### config.mk
export PLATFORM = sky130hd
export DESIGN_NAME = fit_search_ctrl
export DESIGN_NICKNAME = d
export VERILOG_FILES = /design/src/fit_pkg.sv /design/src/fit_search_ctrl.sv
export SDC_FILE = /design/constraint.sdc
export NUM_CORES = 1
export LEC_CHECK = 0
export BUFFER_PORTS_ARGS = -buffer_cell sky130_fd_sc_hd__buf_2
export CAP_MARGIN = 5
export CELL_PAD_IN_SITES_DETAIL_PLACEMENT = 0
export CELL_PAD_IN_SITES_GLOBAL_PLACEMENT = 1
export CORE_ASPECT_RATIO = 0.5
export CORE_MARGIN = 4
export CORE_UTILIZATION = 35
export DETAILED_ROUTE_END_ITERATION = 8
export PLACE_DENSITY_LB_ADDON = 0.1
export SLEW_MARGIN = 20
export SYNTH_ARGS = -nofsm -noshare
export SYNTH_HDL_FRONTEND = slang
export SYNTH_SLANG_ARGS = --single-unit
export TNS_END_PERCENT = 5
### constraint.sdc
create_clock -name clk -period 8.7 [get_ports clk]
set_input_delay 1.74 -clock clk [delete_from_list [all_inputs] [get_ports clk]]
set_output_delay 1.74 -clock clk [all_outputs]
set_load 0.02 [all_outputs]
### src/fit_pkg.sv
`timescale 1ns / 1ps

package fit_pkg;

    // table geometry
    localparam int TABLE_ENTRIES = 128;
    localparam int ADDR_W = (TABLE_ENTRIES > 1) ? $clog2(TABLE_ENTRIES) : 1;
    localparam int CNT_W = $clog2(TABLE_ENTRIES + 1);

    // field widths
    localparam int WORD_W = 32;
    localparam int KEY_W = 3 * WORD_W;
    localparam int ID_W = 8;

    typedef logic [KEY_W-1:0] key_t;
    typedef logic [ADDR_W-1:0] addr_t;
    typedef logic [CNT_W-1:0] count_t;
    typedef logic [ID_W-1:0] ident_t;
    typedef logic [WORD_W-1:0] word_t;

    // access request from the search control to the key store
    typedef struct packed {
        logic  rd_en;
        addr_t rd_addr;
        logic  wr_en;
        addr_t wr_addr;
        key_t  wr_key;
    } mem_req_t;

    // finished result handed to the output stage
    typedef struct packed {
        ident_t identity;
        word_t  device_id;
    } result_t;

    // position count to identity, wrapping to the identity width
    function automatic ident_t to_identity(input count_t c);
        logic [CNT_W+ID_W-1:0] w;
        begin
            w = {{ID_W{1'b0}}, c};
            return w[ID_W-1:0];
        end
    endfunction

endpackage

### src/fit_search_ctrl.sv
`timescale 1ns / 1ps

module fit_search_ctrl
    import fit_pkg::*;
(
    input  logic     clk,
    input  logic     rst_n,
    // request side
    input  logic     req_valid,
    output logic     req_ready,
    input  logic     req_info_valid,
    input  key_t     req_key,
    // key store
    output mem_req_t mem_req,
    input  key_t     mem_rd_data,
    // result side
    output logic     res_valid,
    input  logic     res_ready,
    output result_t  res
);

    localparam logic [1:0] ST_IDLE = 2'd0;
    localparam logic [1:0] ST_SEARCH = 2'd1;
    localparam logic [1:0] ST_DONE = 2'd2;

    logic [1:0] state_reg, state_next;
    count_t fill_count_reg, fill_count_next;
    count_t rd_idx_reg, rd_idx_next;
    logic cmp_valid_reg, cmp_valid_next;
    addr_t cmp_idx_reg, cmp_idx_next;
    key_t key_reg, key_next;
    result_t res_reg, res_next;

    logic match;
    logic more_reads;
    word_t key_vol;
    word_t dev_val;

    assign key_vol = key_reg[WORD_W-1:0];
    assign dev_val = (key_vol == '0) ? word_t'(1) : key_vol;
    assign match = cmp_valid_reg && (mem_rd_data == key_reg);
    assign more_reads = (rd_idx_reg < fill_count_reg);

    assign req_ready = (state_reg == ST_IDLE);
    assign res_valid = (state_reg == ST_DONE);
    assign res = res_reg;

    // search sequencer: one read issued and one compare per cycle
    always_comb
    begin
        state_next = state_reg;
        fill_count_next = fill_count_reg;
        rd_idx_next = rd_idx_reg;
        cmp_valid_next = 1'b0;
        cmp_idx_next = cmp_idx_reg;
        key_next = key_reg;
        res_next = res_reg;
        mem_req = '0;
        mem_req.wr_key = key_reg;
        mem_req.wr_addr = fill_count_reg[ADDR_W-1:0];
        mem_req.rd_addr = rd_idx_reg[ADDR_W-1:0];

        case (state_reg)
            ST_IDLE:
            begin
                if (req_valid)
                begin
                    key_next = req_key;
                    rd_idx_next = '0;
                    if (req_info_valid)
                    begin
                        state_next = ST_SEARCH;
                    end
                    else
                    begin
                        res_next.identity = '0;
                        res_next.device_id = word_t'(1);
                        state_next = ST_DONE;
                    end
                end
            end
            ST_SEARCH:
            begin
                if (match)
                begin
                    // hit at the compared position
                    res_next.identity = to_identity(CNT_W'(cmp_idx_reg) + CNT_W'(1));
                    res_next.device_id = dev_val;
                    state_next = ST_DONE;
                end
                else if (more_reads)
                begin
                    mem_req.rd_en = 1'b1;
                    rd_idx_next = rd_idx_reg + CNT_W'(1);
                    cmp_valid_next = 1'b1;
                    cmp_idx_next = rd_idx_reg[ADDR_W-1:0];
                end
                else if (!cmp_valid_reg)
                begin
                    // miss: append when there is room
                    if (fill_count_reg < CNT_W'(TABLE_ENTRIES))
                    begin
                        mem_req.wr_en = 1'b1;
                        fill_count_next = fill_count_reg + CNT_W'(1);
                        res_next.identity = to_identity(fill_count_reg + CNT_W'(1));
                        res_next.device_id = dev_val;
                    end
                    else
                    begin
                        res_next.identity = '0;
                        res_next.device_id = word_t'(1);
                    end
                    state_next = ST_DONE;
                end
            end
            ST_DONE:
            begin
                if (res_ready)
                begin
                    state_next = ST_IDLE;
                end
            end
            default:
            begin
                state_next = ST_IDLE;
            end
        endcase
    end

    // control state
    always_ff @(posedge clk or negedge rst_n)
    begin
        if (!rst_n)
        begin
            state_reg <= ST_IDLE;
            fill_count_reg <= '0;
            cmp_valid_reg <= 1'b0;
        end
        else
        begin
            state_reg <= state_next;
            fill_count_reg <= fill_count_next;
            cmp_valid_reg <= cmp_valid_next;
        end
    end

    // payload
    always_ff @(posedge clk)
    begin
        rd_idx_reg <= rd_idx_next;
        cmp_idx_reg <= cmp_idx_next;
        key_reg <= key_next;
        res_reg <= res_next;
    end

    // fill count stays within the table
    assert property (@(posedge clk) disable iff (!rst_n)
        fill_count_reg <= CNT_W'(TABLE_ENTRIES))
        else $error("fill count beyond table size");

    // an append grows the fill count by exactly one
    assert property (@(posedge clk) disable iff (!rst_n)
        mem_req.wr_en |=> fill_count_reg == $past(fill_count_reg) + CNT_W'(1))
        else $error("append without fill count step");

    // no append while a read is still in flight
    assert property (@(posedge clk) disable iff (!rst_n)
        mem_req.wr_en |-> !cmp_valid_reg && !mem_req.rd_en)
        else $error("append overlaps search read");

    // no identity means device one
    assert property (@(posedge clk) disable iff (!rst_n)
        res_valid && (res.identity == '0) |-> res.device_id == word_t'(1))
        else $error("device id not one for empty identity");

endmodule

==> impl_metrics.ini, run 1 <==
[setup_path]
crit_required_ps = 6960
r2r_cells = 7
cp-start-kind = input port
r2r-end = res[26]$_SDFFCE_PN0P_
cp_slowest_cell = nor4_1
cp_max_fo = 10
slowest_delay_ps = 970
cp-startpoint = mem_rd_data[18]
crit_arrival_ps = 4420
worstSetupEndpointType = primary output
criticalPathCategory = in2out
rr_startpoint = key_reg[18]$_DFFE_PP_
critical_path.cell_chain = buf_2 > xnor2_1 > nand4_1 > nor4_1 > and3_1 > and3_1 > nor2_1 > buf_2
r2r_setup_slack_ps = 4930

[synth]
yosysTopAreaCell = edfxtp_1
yosysWarnings = 0
synthFlopType = edfxtp_1
synth_top_area_frac = 0.600
synthesis.area_mm2 = 0.00755
yosysMostFrequentCell = edfxtp_1
ys_types = 57
syn_avg_cell_area_um2 = 14.0
synth_area_leaders = edfxtp_1 60%, xnor2_1 8.6%, dfrtp_1 3.6%
synth_edf_count = 151
ys_ff_latch = 162
synth_cells = 539
synthTopCellsByCount = 151 x edfxtp_1, 74 x xnor2_1, 36 x and3_1, 25 x nand4_1, 24 x xor2_1
yosysSeqAreaShare = 0.637
syn_nets = 747
synth_async_sr_flop_share = 0.0679

[timing]
fin_tns_setup_ps = 0
slew_violations = 0
hold_viol = 0
fin_crit_sh = 0.708
setup_violations = 0
fin_skew_ps = 10.4
rsz0062_at_grt = no
max_freq_mhz = 162
relSlewSlack = 0.241
worst-slew-pin-transition_ps = 1130
min_period_ps = 6160

[placement]
dpl_cell_area_mm2 = 0.00953
globalplace.congestion = 0.856
hpwl_um = 19800
io_buffers = 350

[route]
top_layer = met5
first_pass_iters = 4
viasPerCell = 4.68
routedWlPerCell_um = 20.4
dr_wl_met2_um = 12400
antenna_left = 0
drt-initial-drc-count = 215
wl_met3_um = 1830
wirelength_um = 24300
met1_length_um = 9570
drcViolationCount = 0
vias = 5582

[global_route]
grt_pass1_wl_um = 35800
grt_max_degree = 66
grt_pass1_vias = 5943
grt_use_total = 0.199
antenna_found_initial = 5
overflow = 0

[clock_network]
root_buffer = clkbuf_16
insertion_delay_ps = 430
clk_pin_slew_ps = 60
cts_setup_buffers = 0
clk_path_buf_depth = 2
cts_resized = 0
htreeDepth = 4
holdBufCountCts = 0
cts_made_buffers = 17
cts_tree = yes
clkSinkCount = 162

[die]
design.die.area_mm2 = 0.0241
row_count = 37
initial_core_util = 0.362
die_x_um = 216
coreArea_mm2 = 0.0209
io_pins = 351
die_h_um = 112

[flow_run]
drv_cap = 0

[pwr]
power.density_mw_per_mm2 = 269
peakVddDrop_mv = 0.151
power.leakage_uw = 0.00424
power.total_uw = 2740

[worst_hold_path]
min_from = rd_idx_reg[1]$_SDFFCE_PN0P_
worstHoldPathCells = 0
hp-class = reg2reg
whs_endpoint = cmp_idx_reg[1]$_DFFE_PP_

[final_layout]
nNetsFinal = 1095
syn2layout_area_growth_pct = 34.6
fillers = 1955
largest_register_ffs = 96
drive_gt1_frac = 0.447
design_area_mm2 = 0.0102

[outcome]
status = completed
-- metrics by stage --
stage                     utilization  setup WS [ps]  cells  hold WS, ps
after floorplan                     -           2350    539          497
after global placement          0.457           2480   1160          567
after detailed placement        0.457           2570   1160          571
after CTS                       0.487           2570   1192          588
after global routing            0.487           2430   1193          626
final                           0.487           2540   1193          586
-- worst max-delay path by stage --
stage          cells after the start  slack (ps)                    to
6_report                           8        2540          mem_req[111]
5_1_grt                            8        2430          mem_req[111]
4_1_cts                            8        2570          mem_req[111]
3_5_place_dp                       8        2570          mem_req[111]
3_3_place_gp                       8        2480          mem_req[111]
2_1_floorplan                      6        2350  res[0]$_SDFFCE_PN1P_
-- worst max-delay path: cells and delay by family --
| family | cells | cell delay [ps] |
|---|---|---|
| XOR/XNOR | 1 | 140 |
| buffers and inverters | 2 | 340 |
| AND/OR/NAND/NOR | 5 | 2180 |
-- kinds of logic (layout without fill, tap and decap cells) --
family	after synthesis	after routing	share of synthesized area
buffers and inverters	45	406	0.0336
xor gates and xnor gates	98	98	0.114
muxes	9	9	0.0124
DFF	162	162	0.637
AOI/OAI and AO/OA	30	30	0.0341
adders and majority gates	11	11	0.0182
and+or+nand+nor	184	184	0.151
other	0	1	0
-- where the power goes --
part / switching (µW) / internal (µW)
Sequential: 125 / 1060
Combinational: 488 / 255
Clock: 326 / 483
Total: 939 / 1800
-- cell usage in the layout (no fill, tap or decap), types with 2 or more instances in the layout --
cell / count
o31ai_1: 2
inv_1: 17
nand4_2: 3
edfxtp_1: 151
clkinvlp_4: 6
nand2_1: 17
mux2_1: 3
inv_2: 3
o2111ai_1: 4
buf_2: 350
nor3b_1: 2
nor3_1: 7
and3_1: 36
xnor2_1: 74
o22ai_1: 2
and4_1: 2
nand3_1: 13
a22o_1: 2
nand4_1: 25
a21o_1: 4
buf_4: 3
xor2_1: 24
ha_1: 11
o221ai_1: 2
nor4_4: 3
and2_1: 2
nor2b_1: 7
nor2_1: 19
inv_6: 4
mux2i_1: 6
clkbuf_16: 17
nor4_1: 15
dfrtp_1: 11
nand2b_1: 23
bufinv_16: 4
-- per-layer routing --
| metal | track usage | vias up |
|---|---|---|
| met1 | 0.235 | 2670 |
| met5 | 0 | - |
| met3 | 0.0665 | 36 |
| li1 | - | 2701 |
| met2 | 0.344 | 167 |
| met4 | 0.0652 | 8 |
-- area by class of cell --
cell class              count  area (µm²)  area share
diodes                      1        2.50    0.000246
clock buffers              17         425      0.0418
clock inverters            15         205      0.0202
inverters                  21        78.8     0.00775
multi-input cells         332        2500       0.246
flip-flops and latches    162        4810       0.473
well taps                 292         365      0.0359
repair buffers            353        1770       0.175
Note: power is estimated with default switching activity, not from simulation.
==> inputs of run 2 (changes only) <==
- ABC_AREA: unset -> 1
- clock period: 8.7 -> 5.7 ns (I/O delays scaled with it)
==> impl_metrics.ini, run 2 <==
[route]
routedWlPerCell_um = 16.3
first_pass_iters = 4
vias = 6346
drcViolationCount = 0
drt-initial-drc-count = 265
antenna_left = 0
wirelength_um = 24100
viasPerCell = 4.29

[final_layout]
syn2layout_area_growth_pct = 33.1
seq_area_mm2 = 0.00481
fillers = 2154
final_common_cell = buf_2
nNetsFinal = 1373
mostFrequentLayoutCells = 350 x buf_2, 211 x nand2_1, 151 x edfxtp_1
drive_gt1_frac = 0.357
largest_register_ffs = 96
multi_input_area_mm2 = 0.00231

[global_route]
grt_use_total = 0.193
grt_max_degree = 54
overflow = 0
antenna_found_initial = 6
grt_pass1_wl_um = 35700
grt_pass1_vias = 6304

[placement]
hpwl_um = 19800
globalplace.congestion = 0.848
io_buffers = 350

[die]
row_count = 38
coreArea_mm2 = 0.0219
initial_core_util = 0.360
die_x_um = 220
design.die.area_mm2 = 0.0251
die_h_um = 114
io_pins = 351

[timing]
worst-slew-pin-transition_ps = 883
fin_crit_sh = 0.759
hold_viol = 0
slew_violations = 0
fin_skew_ps = 10.2
rsz0062_at_grt = no
fin_tns_setup_ps = 0
min_period_ps = 4330
setup_violations = 0
max_freq_mhz = 231
relSlewSlack = 0.410
whs_ps = 536

[clock_network]
clkSinkCount = 162
cts_setup_buffers = 0
clk_pin_slew_ps = 60
holdBufCountCts = 0
cts_made_buffers = 17
root_buffer = clkbuf_16
cts_tree = yes
insertion_delay_ps = 430
cts_resized = 0
clk_path_buf_depth = 2
htreeDepth = 4

[pwr]
peakVddDrop_mv = 0.208
power.density_mw_per_mm2 = 445
power.leakage_uw = 0.00506

[worst_hold_path]
hp-class = reg2reg

[flow_run]
drv_cap = 0

[synth]
synth_top_area_frac = 0.577
ys_types = 28
yosysTopAreaCell = edfxtp_1
synthesis.area_mm2 = 0.00786
yosysWarnings = 0
synth_async_sr_flop_share = 0.0679
yosysMostFrequentCell = nand2_1
synthTopCellsByCount = 211 x nand2_1, 152 x inv_1, 151 x edfxtp_1, 85 x nor2_1, 45 x o21ai_0
ys_ff_latch = 162
synth_edf_count = 151
synthFlopType = edfxtp_1
yosysSeqAreaShare = 0.612
syn_avg_cell_area_um2 = 9.65
synth_area_leaders = edfxtp_1 58%, nand2_1 10%, inv_1 7.3%
synth_cells = 815
syn_nets = 1023

[setup_path]
slowest_delay_ps = 550
cp_max_fo = 13
crit_arrival_ps = 3190
crit_path_frequent_cell = nand2_1
cp-start-kind = input port
criticalPathCategory = in2out
critical_path.cell_chain = buf_2 > nand2_1 > inv_1 > nor2_1 > nor2_1 > nand2_1 > nor2_1 > nand2_1 > nor3_2 > nand2_1 > nand2_1 > nor2_1 > buf_2
crit_required_ps = 4560
cp_slowest_cell = nor2_1
worstSetupEndpointType = primary output

[outcome]
status = completed
[run 2: final timing paths]
kind / from / endpoint / slack (ps) / cells after the start
worst max-delay path: mem_rd_data[79] / mem_req[111] / 1370 / 13
worst min-delay path: fill_count_reg[6]$_DFFE_PN0P_ / fill_count_reg[6]$_DFFE_PN0P_ / 540 / 2
worst max register to register: key_reg[11]$_DFFE_PP_ / res[32]$_SDFFCE_PN0P_ / 2520 / 12
worst min register to register: fill_count_reg[6]$_DFFE_PN0P_ / fill_count_reg[6]$_DFFE_PN0P_ / 540 / 2
max in group asynchronous: rst_n / state_reg[1]$_DFFE_PN0P_ / 4910 / 1
min in group asynchronous: rst_n / fill_count_reg[4]$_DFFE_PN0P_ / 570 / 1
[run 2: per-stage QoR]
stage | total power, µW | instances | cell area [µm²] | setup slack, ps | utilization
after floorplan | 2950 | 815 | 7860 | 2110 | -
after global placement | 3490 | 1446 | 9840 | 1480 | 0.450
after detailed placement | 3510 | 1446 | 9840 | 1370 | 0.450
after CTS | 4740 | 1478 | 10500 | 1360 | 0.478
after global routing | 4950 | 1479 | 10500 | 1130 | 0.478
final | 4660 | 1480 | 10500 | 1370 | 0.478
[run 2: kinds of logic (layout without fill, tap and decap cells)]
| family | count (synthesis) | count (layout) | synth area share |
|---|---|---|---|
| flip-flops | 162 | 162 | 0.612 |
| other | 0 | 2 | 0 |
| buffers and inverters | 176 | 539 | 0.0944 |
| AO/OA/AOI/OAI | 63 | 63 | 0.0406 |
| XOR/XNOR | 37 | 37 | 0.0412 |
| adder cells (fa/ha/maj) | 11 | 11 | 0.0175 |
| AND/OR/NAND/NOR | 366 | 366 | 0.195 |
[run 2: critical path: cells and delay by family]
family | cells | cell delay [ps]
buf+inv | 3 | 440
simple gates | 10 | 1600
[run 2: layout make-up]
type | instances | share of cell area
repair buffers | 351 | 0.168
clock buffers | 19 | 0.0414
diodes | 2 | 0.000478
clock inverters | 13 | 0.0175
inverters | 156 | 0.0562
well taps | 300 | 0.0359
multi-input cells | 477 | 0.221
flip-flops and latches | 162 | 0.460
[run 2: per-layer routing]
metal,up-vias,routed length (µm),GRT usage
met1,2882,10100,0.239
met5,-,35,0
met4,8,421,0.0610
met2,154,12000,0.325
li1,3269,-,-
met3,33,1500,0.0596
[run 2: report_power, final]
part	switching (µW)	total [µW]	internal [µW]
clock	483	1220	733
combinational	1050	1490	445
sequential	214	1950	1740
total	1740	4660	2910
